==> config.mk <==
export PLATFORM = sky130hd
export DESIGN_NAME = imap_astring_parser
export DESIGN_NICKNAME = d
export VERILOG_FILES = /design/src/rtl/core/iasp_pkg.sv /design/src/rtl/core/imap_astring_parser.sv /design/src/rtl/core/iasp_front.sv /design/src/rtl/core/iasp_queue.sv /design/src/rtl/core/iasp_exec.sv
export SDC_FILE = /design/constraint.sdc
export NUM_CORES = 1
export LEC_CHECK = 0
export BUFFER_PORTS_ARGS = -buffer_cell sky130_fd_sc_hd__buf_4
export CAP_MARGIN = 20
export CORE_MARGIN = 2
export CORE_UTILIZATION = 50
export DETAILED_ROUTE_END_ITERATION = 16
export PLACE_DENSITY = 0.78
export SLEW_MARGIN = 30
export SYNTH_ARGS = -nofsm -noshare
export SYNTH_HDL_FRONTEND = slang
export SYNTH_SLANG_ARGS = --single-unit
==> constraint.sdc <==
create_clock -name clk -period 5.5 [get_ports clk]
set_input_delay 0.55 -clock clk [delete_from_list [all_inputs] [get_ports clk]]
set_output_delay 0.55 -clock clk [all_outputs]
set_load 0.02 [all_outputs]
==> src/rtl/core/iasp_pkg.sv <==
// Shared types, constants and codes for the IMAP astring parser.
package iasp_pkg;

  localparam int LENGTH_BITS  = 32;
  localparam int LEN_OUT_BITS = 32;
  localparam int WIDE_BITS    = LENGTH_BITS + 4;
  localparam int QUEUE_DEPTH  = 2;
  localparam int QPTR_BITS    = (QUEUE_DEPTH > 1) ? $clog2(QUEUE_DEPTH) : 1;
  localparam int QCNT_BITS    = $clog2(QUEUE_DEPTH + 1);

  localparam logic [7:0] CH_NUL    = 8'h00;
  localparam logic [7:0] CH_LF     = 8'h0A;
  localparam logic [7:0] CH_CR     = 8'h0D;
  localparam logic [7:0] CH_QUOTE  = 8'h22;
  localparam logic [7:0] CH_PCT    = 8'h25;
  localparam logic [7:0] CH_LPAREN = 8'h28;
  localparam logic [7:0] CH_RPAREN = 8'h29;
  localparam logic [7:0] CH_STAR   = 8'h2A;
  localparam logic [7:0] CH_PLUS   = 8'h2B;
  localparam logic [7:0] CH_ZERO   = 8'h30;
  localparam logic [7:0] CH_NINE   = 8'h39;
  localparam logic [7:0] CH_BSLASH = 8'h5C;
  localparam logic [7:0] CH_LBRACE = 8'h7B;
  localparam logic [7:0] CH_RBRACE = 8'h7D;
  localparam logic [7:0] ATOM_LO   = 8'd33;
  localparam logic [7:0] ATOM_HI   = 8'd127;

  typedef enum logic [3:0] {
    CLS_OTHER,
    CLS_LBRACE,
    CLS_RBRACE,
    CLS_PLUS,
    CLS_QUOTE,
    CLS_BSLASH,
    CLS_DIGIT,
    CLS_NUL,
    CLS_CRLF
  } cls_t;

  typedef enum logic [3:0] {
    PH_IDLE,
    PH_START,
    PH_LIT_FIRST,
    PH_LIT_DIGITS,
    PH_LIT_CLOSE,
    PH_LIT_PLUS,
    PH_LIT_DATA,
    PH_QUOTED,
    PH_QUOTED_ESC,
    PH_ATOM
  } phase_t;

  typedef enum logic [1:0] {
    ST_MORE = 2'd0,
    ST_DONE = 2'd1,
    ST_ERR  = 2'd2
  } status_t;

  typedef struct packed {
    logic [7:0] byte_val;
    logic       start_req;
    logic       list_mode;
    cls_t       cls;
    logic [3:0] digit;
    logic       atom_strict;
    logic       atom_list_only;
  } item_t;

endpackage

==> src/rtl/core/imap_astring_parser.sv <==
// Top level of the IMAP astring parser: front end, queue and back end.
// The parser takes one byte per clock and gives one result per byte, in order, at a sustained
// rate of one transfer per cycle while m_tready is high. A byte passes through the classifying
// register, the two-entry queue and the result register; the back end updates the parsing
// state and length counters for each byte it takes, which sets the rate. Stalls on the result
// side fill the queue before the input side is held off.
module imap_astring_parser (
  input  logic        clk,
  input  logic        rst,
  input  logic        s_tvalid,
  output logic        s_tready,
  input  logic [7:0]  s_tdata,   // in_byte[7:0]
  input  logic [1:0]  s_tuser,   // start_req[0], list_mode[1]
  output logic        m_tvalid,
  input  logic        m_tready,
  output logic [39:0] m_tdata,   // data_byte[7:0], length[39:8]
  output logic [3:0]  m_tuser    // status[1:0], data_valid[2], byte_consumed[3]
);
  import iasp_pkg::*;

  item_t                   front_item;
  item_t                   queue_item;
  logic                    front_valid;
  logic                    front_ready;
  logic                    queue_valid;
  logic                    queue_ready;
  logic [1:0]              status;
  logic                    data_valid;
  logic [7:0]              data_byte;
  logic [LEN_OUT_BITS-1:0] length;
  logic                    byte_consumed;

  iasp_front u_front (
    .clk        (clk),
    .rst        (rst),
    .in_valid   (s_tvalid),
    .in_ready   (s_tready),
    .in_byte    (s_tdata),
    .start_req  (s_tuser[0]),
    .list_mode  (s_tuser[1]),
    .item_valid (front_valid),
    .item_ready (front_ready),
    .item       (front_item)
  );

  iasp_queue u_queue (
    .clk      (clk),
    .rst      (rst),
    .wr_valid (front_valid),
    .wr_ready (front_ready),
    .wr_item  (front_item),
    .rd_valid (queue_valid),
    .rd_ready (queue_ready),
    .rd_item  (queue_item)
  );

  iasp_exec u_exec (
    .clk           (clk),
    .rst           (rst),
    .item_valid    (queue_valid),
    .item_ready    (queue_ready),
    .item          (queue_item),
    .res_valid     (m_tvalid),
    .res_ready     (m_tready),
    .status        (status),
    .data_valid    (data_valid),
    .data_byte     (data_byte),
    .length        (length),
    .byte_consumed (byte_consumed)
  );

  assign m_tdata = {length, data_byte};
  assign m_tuser = {byte_consumed, data_valid, status};

endmodule

==> src/rtl/core/iasp_front.sv <==
// Front end: accepts raw bytes, classifies them and registers the result.
module iasp_front (
  input  logic               clk,
  input  logic               rst,
  input  logic               in_valid,
  output logic               in_ready,
  input  logic [7:0]         in_byte,
  input  logic               start_req,
  input  logic               list_mode,
  output logic               item_valid,
  input  logic               item_ready,
  output iasp_pkg::item_t    item
);
  import iasp_pkg::*;

  item_t cls_item;
  logic  in_range;
  logic  illegal_any;
  logic  pct_star;

  always_comb begin
    cls_item                = '0;
    cls_item.byte_val       = in_byte;
    cls_item.start_req      = start_req;
    cls_item.list_mode      = list_mode;
    cls_item.digit          = 4'(in_byte - CH_ZERO);
    in_range    = (in_byte >= ATOM_LO) && (in_byte <= ATOM_HI);
    illegal_any = (in_byte == CH_LPAREN) || (in_byte == CH_RPAREN) ||
                  (in_byte == CH_LBRACE) || (in_byte == CH_QUOTE) ||
                  (in_byte == CH_BSLASH);
    pct_star    = (in_byte == CH_PCT) || (in_byte == CH_STAR);
    cls_item.atom_strict    = in_range && !illegal_any && !pct_star;
    cls_item.atom_list_only = pct_star;
    if (in_byte == CH_LBRACE) begin
      cls_item.cls = CLS_LBRACE;
    end else if (in_byte == CH_RBRACE) begin
      cls_item.cls = CLS_RBRACE;
    end else if (in_byte == CH_PLUS) begin
      cls_item.cls = CLS_PLUS;
    end else if (in_byte == CH_QUOTE) begin
      cls_item.cls = CLS_QUOTE;
    end else if (in_byte == CH_BSLASH) begin
      cls_item.cls = CLS_BSLASH;
    end else if ((in_byte >= CH_ZERO) && (in_byte <= CH_NINE)) begin
      cls_item.cls = CLS_DIGIT;
    end else if (in_byte == CH_NUL) begin
      cls_item.cls = CLS_NUL;
    end else if ((in_byte == CH_CR) || (in_byte == CH_LF)) begin
      cls_item.cls = CLS_CRLF;
    end else begin
      cls_item.cls = CLS_OTHER;
    end
  end

  assign in_ready = !item_valid || item_ready;

  always_ff @(posedge clk) begin
    if (rst) begin
      item_valid <= 1'b0;
    end else if (in_ready) begin
      item_valid <= in_valid;
    end
  end

  always_ff @(posedge clk) begin
    if (in_ready && in_valid) begin
      item <= cls_item;
    end
  end

endmodule

==> src/rtl/core/iasp_queue.sv <==
// Short first-in first-out queue of classified items between front and back.
module iasp_queue (
  input  logic               clk,
  input  logic               rst,
  input  logic               wr_valid,
  output logic               wr_ready,
  input  iasp_pkg::item_t    wr_item,
  output logic               rd_valid,
  input  logic               rd_ready,
  output iasp_pkg::item_t    rd_item
);
  import iasp_pkg::*;

  item_t                entries [QUEUE_DEPTH];
  logic [QPTR_BITS-1:0] wr_ptr;
  logic [QPTR_BITS-1:0] rd_ptr;
  logic [QCNT_BITS-1:0] count;
  logic                 push;
  logic                 pop;

  assign wr_ready = (count != QCNT_BITS'(QUEUE_DEPTH));
  assign rd_valid = (count != '0);
  assign rd_item  = entries[rd_ptr];
  assign push     = wr_valid && wr_ready;
  assign pop      = rd_valid && rd_ready;

  always_ff @(posedge clk) begin
    if (rst) begin
      wr_ptr <= '0;
      rd_ptr <= '0;
      count  <= '0;
    end else begin
      if (push) begin
        wr_ptr <= (wr_ptr == QPTR_BITS'(QUEUE_DEPTH - 1)) ? '0 : wr_ptr + 1'b1;
      end
      if (pop) begin
        rd_ptr <= (rd_ptr == QPTR_BITS'(QUEUE_DEPTH - 1)) ? '0 : rd_ptr + 1'b1;
      end
      if (push && !pop) begin
        count <= count + 1'b1;
      end else if (pop && !push) begin
        count <= count - 1'b1;
      end
    end
  end

  always_ff @(posedge clk) begin
    if (push) begin
      entries[wr_ptr] <= wr_item;
    end
  end

endmodule

==> src/rtl/core/iasp_exec.sv <==
// Back end: the parsing state machine, length counters and result register.
module iasp_exec (
  input  logic                            clk,
  input  logic                            rst,
  input  logic                            item_valid,
  output logic                            item_ready,
  input  iasp_pkg::item_t                 item,
  output logic                            res_valid,
  input  logic                            res_ready,
  output logic [1:0]                      status,
  output logic                            data_valid,
  output logic [7:0]                      data_byte,
  output logic [iasp_pkg::LEN_OUT_BITS-1:0] length,
  output logic                            byte_consumed
);
  import iasp_pkg::*;

  phase_t                 phase;
  phase_t                 phase_next;
  phase_t                 phase_eff;
  phase_t                 phase_step;
  logic [LENGTH_BITS-1:0] content_count;
  logic [LENGTH_BITS-1:0] content_count_next;
  logic [LENGTH_BITS-1:0] literal_remaining;
  logic [LENGTH_BITS-1:0] literal_remaining_next;
  logic                   list_mode_held;
  logic                   list_mode_held_next;
  logic [LENGTH_BITS-1:0] cnt_eff;
  logic [LENGTH_BITS-1:0] rem_eff;
  logic [LENGTH_BITS-1:0] cnt_inc;
  logic [LENGTH_BITS-1:0] rem_dec;
  logic [WIDE_BITS-1:0]   digit_wide;
  logic [LENGTH_BITS-1:0] cnt_digit;
  logic [63:0]            len_wide;
  logic                   is_atom;
  logic                   fire;
  logic                   err;
  logic                   done;
  logic                   valid_c;
  logic                   consumed_c;
  status_t                status_c;
  logic [7:0]             dbyte_c;
  logic [LEN_OUT_BITS-1:0] len_c;

  assign item_ready = !res_valid || res_ready;
  assign fire       = item_valid && item_ready;

  assign phase_eff           = item.start_req ? PH_START : phase;
  assign cnt_eff             = item.start_req ? '0 : content_count;
  assign rem_eff             = item.start_req ? '0 : literal_remaining;
  assign list_mode_held_next = item.start_req ? item.list_mode : list_mode_held;
  assign is_atom = item.atom_strict || (item.atom_list_only && list_mode_held_next);

  assign cnt_inc    = (&cnt_eff) ? cnt_eff : cnt_eff + 1'b1;
  assign rem_dec    = rem_eff - 1'b1;
  assign digit_wide = (WIDE_BITS'(cnt_eff) << 3) + (WIDE_BITS'(cnt_eff) << 1) +
                      WIDE_BITS'(item.digit);
  assign cnt_digit  = (|digit_wide[WIDE_BITS-1:LENGTH_BITS]) ? '1 :
                      digit_wide[LENGTH_BITS-1:0];

  // Next state and counters.
  always_comb begin
    phase_step             = phase_eff;
    content_count_next     = cnt_eff;
    literal_remaining_next = rem_eff;
    case (phase_eff)
      PH_START: begin
        if (item.cls == CLS_LBRACE) begin
          phase_step = PH_LIT_FIRST;
        end else if (item.cls == CLS_QUOTE) begin
          phase_step = PH_QUOTED;
        end else if (is_atom) begin
          content_count_next = LENGTH_BITS'(1);
          phase_step         = PH_ATOM;
        end
      end
      PH_LIT_FIRST, PH_LIT_DIGITS: begin
        if (item.cls == CLS_DIGIT) begin
          content_count_next = cnt_digit;
          phase_step         = PH_LIT_DIGITS;
        end else if (phase_eff == PH_LIT_DIGITS && item.cls == CLS_PLUS) begin
          phase_step = PH_LIT_CLOSE;
        end else if (phase_eff == PH_LIT_DIGITS && item.cls == CLS_RBRACE) begin
          phase_step = PH_LIT_PLUS;
        end
      end
      PH_LIT_CLOSE: begin
        if (item.cls == CLS_RBRACE) begin
          phase_step = PH_LIT_PLUS;
        end
      end
      PH_LIT_PLUS: begin
        if (item.cls == CLS_PLUS && cnt_eff != '0) begin
          literal_remaining_next = cnt_eff;
          phase_step             = PH_LIT_DATA;
        end
      end
      PH_LIT_DATA: begin
        if (item.cls != CLS_NUL) begin
          literal_remaining_next = rem_dec;
        end
      end
      PH_QUOTED: begin
        if (item.cls == CLS_BSLASH) begin
          phase_step = PH_QUOTED_ESC;
        end else if (item.cls != CLS_QUOTE && item.cls != CLS_NUL &&
                     item.cls != CLS_CRLF) begin
          content_count_next = cnt_inc;
        end
      end
      PH_QUOTED_ESC: begin
        if (item.cls == CLS_BSLASH || item.cls == CLS_QUOTE) begin
          content_count_next = cnt_inc;
          phase_step         = PH_QUOTED;
        end
      end
      PH_ATOM: begin
        if (is_atom) begin
          content_count_next = cnt_inc;
        end
      end
      default: begin
        phase_step = PH_IDLE;
      end
    endcase
    phase_next = (err || done) ? PH_IDLE : phase_step;
  end

  // Result fields.
  always_comb begin
    err        = 1'b0;
    done       = 1'b0;
    valid_c    = 1'b0;
    consumed_c = 1'b1;
    case (phase_eff)
      PH_START: begin
        if (item.cls != CLS_LBRACE && item.cls != CLS_QUOTE) begin
          if (is_atom) begin
            valid_c = 1'b1;
          end else begin
            err = 1'b1;
          end
        end
      end
      PH_LIT_FIRST, PH_LIT_DIGITS: begin
        if (item.cls != CLS_DIGIT &&
            !(phase_eff == PH_LIT_DIGITS &&
              (item.cls == CLS_PLUS || item.cls == CLS_RBRACE))) begin
          err = 1'b1;
        end
      end
      PH_LIT_CLOSE: begin
        err = (item.cls != CLS_RBRACE);
      end
      PH_LIT_PLUS: begin
        if (item.cls != CLS_PLUS) begin
          err = 1'b1;
        end else if (cnt_eff == '0) begin
          done = 1'b1;
        end
      end
      PH_LIT_DATA: begin
        if (item.cls == CLS_NUL) begin
          err = 1'b1;
        end else begin
          valid_c = 1'b1;
          done    = (rem_dec == '0);
        end
      end
      PH_QUOTED: begin
        if (item.cls == CLS_QUOTE) begin
          done = 1'b1;
        end else if (item.cls == CLS_NUL || item.cls == CLS_CRLF) begin
          err = 1'b1;
        end else if (item.cls != CLS_BSLASH) begin
          valid_c = 1'b1;
        end
      end
      PH_QUOTED_ESC: begin
        if (item.cls == CLS_BSLASH || item.cls == CLS_QUOTE) begin
          valid_c = 1'b1;
        end else begin
          err = 1'b1;
        end
      end
      PH_ATOM: begin
        if (is_atom) begin
          valid_c = 1'b1;
        end else begin
          consumed_c = 1'b0;
          done       = 1'b1;
        end
      end
      default: begin
        err        = 1'b1;
        consumed_c = 1'b0;
      end
    endcase
    if (err) begin
      valid_c = 1'b0;
    end
    status_c = err ? ST_ERR : (done ? ST_DONE : ST_MORE);
    dbyte_c  = valid_c ? item.byte_val : 8'h00;
    len_wide = 64'(content_count_next);
    if (err) begin
      len_c = '0;
    end else if (|len_wide[63:LEN_OUT_BITS]) begin
      len_c = '1;
    end else begin
      len_c = len_wide[LEN_OUT_BITS-1:0];
    end
  end

  always_ff @(posedge clk) begin
    if (rst) begin
      phase             <= PH_IDLE;
      content_count     <= '0;
      literal_remaining <= '0;
      list_mode_held    <= 1'b0;
      res_valid         <= 1'b0;
    end else begin
      if (fire) begin
        phase             <= phase_next;
        content_count     <= content_count_next;
        literal_remaining <= literal_remaining_next;
        list_mode_held    <= list_mode_held_next;
      end
      if (item_ready) begin
        res_valid <= item_valid;
      end
    end
  end

  always_ff @(posedge clk) begin
    if (fire) begin
      status        <= status_c;
      data_valid    <= valid_c;
      data_byte     <= dbyte_c;
      length        <= len_c;
      byte_consumed <= consumed_c;
    end
  end

endmodule
---- After elaboration in Yosys (flattened, before gate mapping) ----
Memories as Yosys holds them, arrays and structs flattened. A register that Yosys moved wholly into a read port is not among the register bits.
Cells that the tools add are included.
cells by class
  reductions and logical operators ........ 51
  equality and inequality tests ........... 37
  order comparisons ....................... 4
  muxes and demuxes ....................... 70
  $add $sub $neg .......................... 9
operator list
  cell                                                                   number
  32-bit 2-to-1 mux                                                      14
  32-bit case mux with 5 select lines                                    1
  32-bit logical NOT                                                     2
  32-bit case mux with 2 select lines                                    1
  4-bit 2-to-1 mux                                                       13
  8-bit by 6-bit == test with 1-bit output, second input constant        6
  35-bit by 33-bit adder with 36-bit output                              1
  36-bit by 4-bit adder with 36-bit output                               1
  32-bit by 1-bit adder with 32-bit output, second input constant        1
  4-bit by 3-bit == test with 1-bit output, second input constant        8
  32-bit AND reduction                                                   1
  32-bit nonzero test                                                    1
  32-bit by 1-bit subtractor with 32-bit output, second input constant   1
  1-bit 2-to-1 mux                                                       28
  4-bit case mux with 7 select lines                                     1
  8-bit by 7-bit == test with 1-bit output, second input constant        3
  1-bit logical AND                                                      18
  4-bit by 2-bit == test with 1-bit output, second input constant        4
  8-bit by 4-bit == test with 1-bit output, second input constant        2
  8-bit by 6-bit >= comparator with 1-bit output, second input constant  2
  4-bit by 3-bit != test with 1-bit output, second input constant        4
  1-bit logical OR                                                       13
  4-bit == test, second input constant                                   3
  3-bit 2-to-1 mux                                                       4
  other kinds (24)                                                       38
storage, ports and cells
  output and inout bits ................... 46
  word-level logic and storage cells ...... 195
  bits in registers ....................... 139
  memories kept ........................... 1
  input bits .............................. 14
  memory bits (writable) .................. 40
memories
  name             words  width  rd ports  clocked after memory_dff  wr ports  RTL line          text
  u_queue.entries  2      20     1         1                         1         iasp_queue.sv:14  item_t entries [QUEUE_DEPTH];

---- Depth between registers and ports, before layout ----
Gate-level depths: netlist of the first run.
  word-level depth ........................ 9
  gate-level depth with buffers ........... 23
  depth with buffers taken out ............ 16

---- By module ----
Synthesis of the first run repeated with hierarchy kept, for this count alone.
second synthesis, totals
  cell total of the unflattened synthesis .. 1577
  area, all modules ....................... 13005.0 sq um
by module, submodules not included
  module               cells an instance  times used  sequential area each (sq um)  area each (sq um)
  iasp_exec            1422               1           2722.6                        10476.3
  iasp_queue           86                 1           1301.2                        1659.1
  iasp_front           67                 1           500.5                         854.6
  imap_astring_parser  2                  1           0.0                           15.0

---- Worst setup path before layout of the first run ----
OpenSTA, ideal clock, no wires.
  kind .................................... register to register
  from .................................... register (tool-made name)
  to ...................................... register u_exec.length[2] (netlist name), data pin
  cell stages (with the launch flop) ...... 23
  arrival time ............................ 5.009 ns
  buffers on the path ..................... 8
  slack ................................... 0.219 ns
  clock period less this slack ............ 5.281 ns
  setup time .............................. 0.272 ns
  required time ........................... 5.228 ns
  path through ............................ dfxtp_1 buf_6 mux2i_4 buf_4 buf_2 clkbuf_1 clkbuf_1 buf_1 nand2_1 inv_1 ha_1 ha_1 buf_2 and4_1 and3_1 nand2_1 or3_1 a221o_1 a211oi_1 o21ai_2 buf_4 o31ai_1 a31oi_1
RTL lines
  element               RTL line          text
  end signal, assigned  iasp_exec.sv:239  length <= len_c;
  end, declared         iasp_exec.sv:13   output logic [iasp_pkg::LEN_OUT_BITS-1:0] length,

==> impl_results.md, run 1 <==
* CTS Root Cell: clkbuf_16
* RSZ-0062 raised after global routing: no
* Initial DRC Count at 1621
* Clock Path Buffers at 2
* Crit Path Max Fanout at 29
* Syn Inst Count at 1555
* Slew HR at 0.3399
* Vias in the first global route at 11840
* Area delta synth->final at 9.886%
* Die Ht at 163.5 µm
* Setup ws final at 291.8 ps
* Worst Path Required at 5680 ps
* Synth Register Bits at 168
* Worst skew pair latency at 440 ps
* Filler cell count at 2323
* Initial antenna violation count at 0
* PortBufs at 59
* Max frequency at 192.0 MHz
* Register area at 4284 µm²
* Flop pwr share at 0.304
* Static Leak at 5.463 nW
* Peak VDD IR at 0.3095 mV
* Wire per inst at 21.97 µm
* Total routed wirelength at 41.75 mm
* Post-DP HPWL at 30.05 mm
* Final hold violations at 0
* Postcts setup bufs at 0
* Run status: complete, no violations
* Crit path DAT at 5390 ps
* Post-synth EDFFs at 92
* Post-synthesis cell area at 12720 µm²
* Synth unique cells at 92
* Reg clk slew, reported paths at 80 ps
* Core Region at 25110 µm²
* Total I/O pin count at 60
* Clk_skew at 14.02 ps
* Final #Nets at 1639
* Tmin final at 5208 ps
* Post-synth top flop: edfxtp_1
* Crit path launch type: flop
* Cell Rows at 58
* Period utilization at 0.9469
* Comb pwr share at 0.510
* Clock Sinks at 168
* Die Area at 26730 µm²
* Power density cells at 482.7 nW/µm²
* Post-synthesis sequential area ratio at 0.3368
* Tot GR Track Use at 0.3099
* Vias/cell at 6.822
* Hold/Removal Path Class: in2reg
* Multi-input logic area at 7796 µm²
* Fin. max-slew vios at 0
* Share of cells above drive strength 1 at 0.1071
* Post-place setup slack at 396.5 ps
* First-pass detailed-route iteration total at 6
* Global placement routability congestion at 1.019
* Largest net degree at the start of global routing at 75
* Int Pwr at 0.003479 W
* Num CTS Buffers at 17
* Worst setup EP type: flop
* DRC Markers at 0
* Die Wd at 163.5 µm
* R2R Setup Slk at 290 ps
* Max Cap Viol at 0
* # H-tree levels at 4
* Net Switching at 0.003267 W
* Share of flip-flops with an asynchronous set or reset at 0
* Switching portion of total power at 0.4843
* CTS tree: built
* Crit Path Category: reg2reg
* Synth Warn # at 0
* Clock share of power at 0.186
* # setup viols final at 0
* Worst-Margin Slew at 990.2 ps
* First-pass GRT wire length at 65.25 mm
* Avg Cell Area, Syn at 8.180 µm²
* Starting density of the core at 0.5066
* Net Count, Synth at 1638
* Setup TNS Final at 0 ps
* Via count at 12960
* Antenna-violating nets left at 0
* Gr ovfl total at 0
worst paths after layout:
path,end,depth (start not counted),from
setup reg to reg,u_exec.length[12]$_SDFFCE_PN0P_,16,flop
hold reg to reg,u_queue.entries[0][17]$_DFFE_PP_,0,u_front.item[17]$_DFFE_PP_
setup / recovery,u_exec.length[12]$_SDFFCE_PN0P_,16,flop
hold / removal,u_front.item[11]$_DFFE_PP_,1,s_tuser[0]
flip-flops by register name, indices dropped and copies added, names as in the netlist, named ones only:
name and count:
u_exec.byte_consumed 1, u_exec.content_count 32, u_exec.data_byte 8, u_exec.data_valid 1, u_exec.length 32, u_exec.list_mode_held 1, u_exec.literal_remaining 32, u_exec.phase 4
u_exec.res_valid 1, u_exec.status 2, u_front.item 16, u_front.item_valid 1, u_queue.count 2, u_queue.entries 32, u_queue.rd_ptr 1, u_queue.wr_ptr 1
synthesized netlist by cell type, types with 10 or more instances:
cell,count,area share
inv_1,47,0.014
a22oi_1,21,0.012
edfxtp_1,92,0.22
and3_1,20,0.0098
o21ai_0,116,0.046
buf_2,24,0.0094
or3_1,28,0.014
nand3_1,34,0.013
o31ai_1,15,0.0089
xor2_1,17,0.012
nand2_1,136,0.040
nor4_1,26,0.013
nor2_1,158,0.047
a21o_1,20,0.012
a211oi_1,24,0.014
nor3_1,48,0.019
clkbuf_1,77,0.023
o21bai_1,10,0.0059
a31oi_1,23,0.011
dfxtp_1,76,0.12
nand4_1,22,0.011
ha_1,68,0.067
a311oi_1,22,0.015
xnor2_1,25,0.017
o211ai_1,11,0.0065
and2_1,18,0.0089
a21oi_1,156,0.061
kinds of logic after synthesis:
logic type	after synthesis	share of synthesized area
and+or+nand+nor	557	0.2189
xor gates and xnor gates	42	0.02892
adders and majority gates	69	0.06846
DFF	168	0.3368
muxes	16	0.01476
buffers and inverters	159	0.05105
AOI/OAI and AO/OA	544	0.2811
critical path, stage by stage, from the launching register on:
cell,delay (ps)
dfxtp_1,390
buf_4,360
mux2i_1,450
xor2_1,130
ha_1,320
inv_1,60
fa_1,460
nor2b_1,160
o31a_1,230
o21ai_0,290
or3_1,450
a221o_1,360
a211oi_1,330
o21ai_2,290
buf_4,290
o21ai_0,260
a21oi_1,100
layout by cell type (no fill, tap or decap), drive strengths merged, types with 21 or more instances in the layout:
master  synthesis  layout
nor2          159     159
a21oi         159     159
nand2         136     136
o21ai         124     124
edfxtp         92      92
buf            33      92
dfxtp          76      76
ha             68      68
inv            48      60
nor3           49      49
nand3          35      35
or3            28      28
nor4           27      27
xnor2          25      25
a211oi         24      24
nand4          24      24
a31oi          23      23
a311oi         23      23
a22oi          21      21
per-stage QoR:
step	utilization	std cells	hold WS (ps)	instance area (µm²)	total power [W]
global route	0.5566	1899	266.4	13970	0.007120
detailed placement	0.5322	1866	429.8	13360	0.005390
floorplan	-	1555	421.5	12720	0.004347
global placement	0.5321	1866	425.3	13360	0.005330
finish	0.5567	1900	281.0	13980	0.006746
CTS	0.5564	1898	269.7	13970	0.006658
power by group through the flow:
stage	logic (W)	clock network, W	registers [W]
2_1_floorplan	0.00228	0	0.00206
3_3_place_gp	0.00328	0	0.00205
3_5_place_dp	0.00334	0	0.00205
4_1_cts	0.00336	0.00126	0.00203
5_1_grt	0.00373	0.00132	0.00208
6_report	0.00344	0.00125	0.00205
layer usage:
metal / track usage / share of wire / wire length (µm) / vias to the layer above
met4: 0.1336 / 0.042 / 1736 / 0
met5: 0 / 0 / 0 / -
met2: 0.4801 / 0.45 / 18590 / 781
li1: - / - / - / 5924
met3: 0.06196 / 0.099 / 4152 / 120
met1: 0.4208 / 0.41 / 17280 / 6137
layout make-up:
cell class,instances,area share
timing repair buffer,92,0.04923
antenna,1,0.0001790
multi-input combinational,1228,0.5578
clock buffer,17,0.03044
sequential,168,0.3065
tap,330,0.02954
clock inverter,15,0.01298
inverter,49,0.01334
what timing repair did:
| action | in CTS | in global routing |
|---|---|---|
| gates resized for setup | 0 | 1 |
| endpoints found under the setup margin | 0 | 4 |
| endpoints found under the hold margin | 0 | 0 |
| hold buffers | 0 | 0 |
Note: power is estimated with default switching activity, not from simulation.
==> inputs of run 2 (changes only) <==
--- a/config.mk
+++ b/config.mk
@@ -7,7 +7,7 @@
 export LEC_CHECK = 0
 export BUFFER_PORTS_ARGS = -buffer_cell sky130_fd_sc_hd__buf_4
 export CAP_MARGIN = 20
-export CORE_MARGIN = 2
+export CORE_MARGIN = 4
 export CORE_UTILIZATION = 50
 export DETAILED_ROUTE_END_ITERATION = 16
 export PLACE_DENSITY = 0.78
==> run 2 against run 1 <==
Register-to-register slack better by 150 ps. Clock power about the same. Worst setup slack gained 150 ps. Critical path depth rose by 1. Critical path type unchanged. Utilization grew 0.080 points. Clock-buffer cell count is the same. Via count grew 0.39%. Highest routed layer unchanged. Combinational power about the same. Global-route usage decreased by 2.4 points.
==> impl_results.md, run 2 (synthesis results as in run 1) <==
* Clock Sinks at 168 (unchanged)
* Setup TNS Final at 0 ps (unchanged)
* Crit Path Max Fanout at 40 (+38%)
* # setup viols final at 0 (unchanged)
* # hold bufs at CTS at 0 (unchanged)
* Via count at 13010 (+0.39%)
* First-pass GRT wire length at 65.03 mm (-0.34%)
* Static Leak at 5.456 nW (-0.14%)
* First-pass detailed-route iteration total at 6 (unchanged)
* Max Cap Viol at 0 (unchanged)
* Max frequency at 197.7 MHz (+2.9%)
* Worst-Margin Slew at 1052 ps (+61.76 ps)
* Post-DP HPWL at 29.64 mm (-1.4%)
* Global placement routability congestion at 1.021 (+0.19%)
* Die Ht at 167.5 µm (+2.4%)
* PortBufs at 59 (unchanged)
* Tot GR Track Use at 0.2854 (-0.02447)
* Vias in the first global route at 11810 (-0.21%)
* Total I/O pin count at 60 (unchanged)
* Initial antenna violation count at 0 (unchanged)
* Gr ovfl total at 0 (unchanged)
* Final total power at 0.006761 W (+0.21%)
* DRT met1 WL at 16.42 mm (-5.0%)
* Clock Path Buffers at 2 (unchanged)
* RSZ-0062 raised after global routing: no
* Commonest non-fill, non-tap cell in the layout: nor2_1
* Die Area at 28050 µm² (+5.0%)
* Met3 routed WL at 4.732 mm (+14%)
* Largest net degree at the start of global routing at 75 (unchanged)
* Reg clk slew, reported paths at 80 ps (about the same)
* Peak VDD IR at 0.3570 mV (+15%)
* CTS Root Cell: clkbuf_16
* Num CTS Buffers at 17 (unchanged)
* Area delta synth->final at 10.04%
* Slew HR at 0.2974 (-0.04246)
* Hold/Removal Path Class: in2reg
* CTS tree: built
* Starting density of the core at 0.5066 (unchanged)
* Wire length on met2 at 18.69 mm (+0.55%)
* Final #Nets at 1635 (-0.24%)
* Run status: complete, no violations
* Crit path DAT at 5240 ps (-150 ps)
* Tmin final at 5059 ps (-149.2 ps)
* Core Region at 25110 µm² (unchanged)
* Initial DRC Count at 2110 (+30%)
* Crit Path Category: reg2reg
* Fin. max-slew vios at 0 (unchanged)
* # H-tree levels at 4 (unchanged)
* Worst setup EP type: flop
* Worst Path Required at 5680 ps (about the same)
* Cell Rows at 58 (unchanged)
* Final hold violations at 0 (unchanged)
* Die Wd at 167.5 µm (+2.4%)
* Wire per inst at 21.97 µm (about the same)
* Power density cells at 483.0 nW/µm² (about the same)
* Total routed wirelength at 41.63 mm (-0.28%)
* DR top layer: met4
* Share of cells above drive strength 1 at 0.1054 (-0.001643)
* Antenna-violating nets left at 0 (unchanged)
* Clk_skew at 24.23 ps (+10.20 ps)
* Worst skew pair latency at 450 ps (about the same)
* Vias/cell at 6.866 (+0.65%)
* Period utilization at 0.9198 (-0.02713)
* Most frequent cells in the layout: 158 x nor2_1, 156 x a21oi_1, 136 x nand2_1, 115 x o21ai_0, 92 x edfxtp_1
* Crit path launch type: flop
* Antenna diodes at 0 (-1)
* DRC Markers at 0 (unchanged)
[run 2: cell count changes in the layout (fill, tap and decap cells not counted), moves of 2 or more]
cell      delta
inv_8        -5
buf_4        -4
clkinv_8     +3
inv_12       +2
[run 2: path summary, 6_finish.rpt]
kind,endpoint,slack (ps),from,cells after the start
min reg2reg,u_queue.entries[1][6]$_DFFE_PP_,450,u_front.item[6]$_SDFFCE_PP1P_,0
min,u_front.item[11]$_DFFE_PP_,280,s_tuser[0],1
max reg2reg,u_exec.length[16]$_SDFFCE_PN0P_,440,u_queue.entries[0][11]$_DFFE_PP_,17
max,u_exec.length[16]$_SDFFCE_PN0P_,440,u_queue.entries[0][11]$_DFFE_PP_,17
[run 2: timing repair]
| item | 4_1_cts | 5_1_grt |
|---|---|---|
| endpoints found under the setup margin | 0 | 10 |
| buffers inserted | 0 | 0 |
| resized for setup | 0 | 3 |
[run 2: per-stage QoR]
stage | cells | hold slack [ps] | instance area, µm² | utilization | setup WS, ps
after floorplan | 1555 | 421.5 | 12720 | - | 219.3
after global placement | 1863 | 422.2 | 13350 | 0.5317 | 630.8
after detailed placement | 1863 | 429.0 | 13350 | 0.5317 | 405.3
after CTS | 1895 | 274.9 | 13980 | 0.5569 | 374.0
after global routing | 1895 | 267.6 | 14000 | 0.5575 | 184.8
final | 1895 | 277.3 | 14000 | 0.5575 | 441.0
[run 2: per-layer routing]
layer,track usage,up-vias
met5,0,-
met4,0.1168,0
li1,-,5935
met2,0.4445,884
met3,0.06468,153
met1,0.3855,6040
[run 2: layout make-up]
type	count	area [µm²]
Fill cell	2312	11110
Multi-Input combinational cell	1228	7809
Timing Repair Buffer	88	673.1
Clock buffer	17	425.4
Clock inverter	15	206.4
Sequential cell	168	4284
Tap cell	330	412.9
Inverter	49	186.4
[run 2: critical path, cell delays in order, from the launching register on]
cell and delay [ps]:
edfxtp_1 470, mux2i_4 220, buf_12 240, nand2_1 170
xor2_1 200, ha_1 310, inv_1 60, fa_1 470
nor2b_1 160, o31a_1 180, o21ai_0 250, or3_1 440
a221o_1 380, a211oi_2 340, o21ai_4 220, buf_4 260
o21ai_0 290, a21oi_1 120
[run 2: report_power, final]
part           total [W]  leakage, nW  switching (W)  internal (W)
Combinational    0.00341         3.64        0.00227       0.00114
Sequential       0.00207         1.51       0.000368       0.00171
Clock            0.00128        0.304       0.000647      0.000632
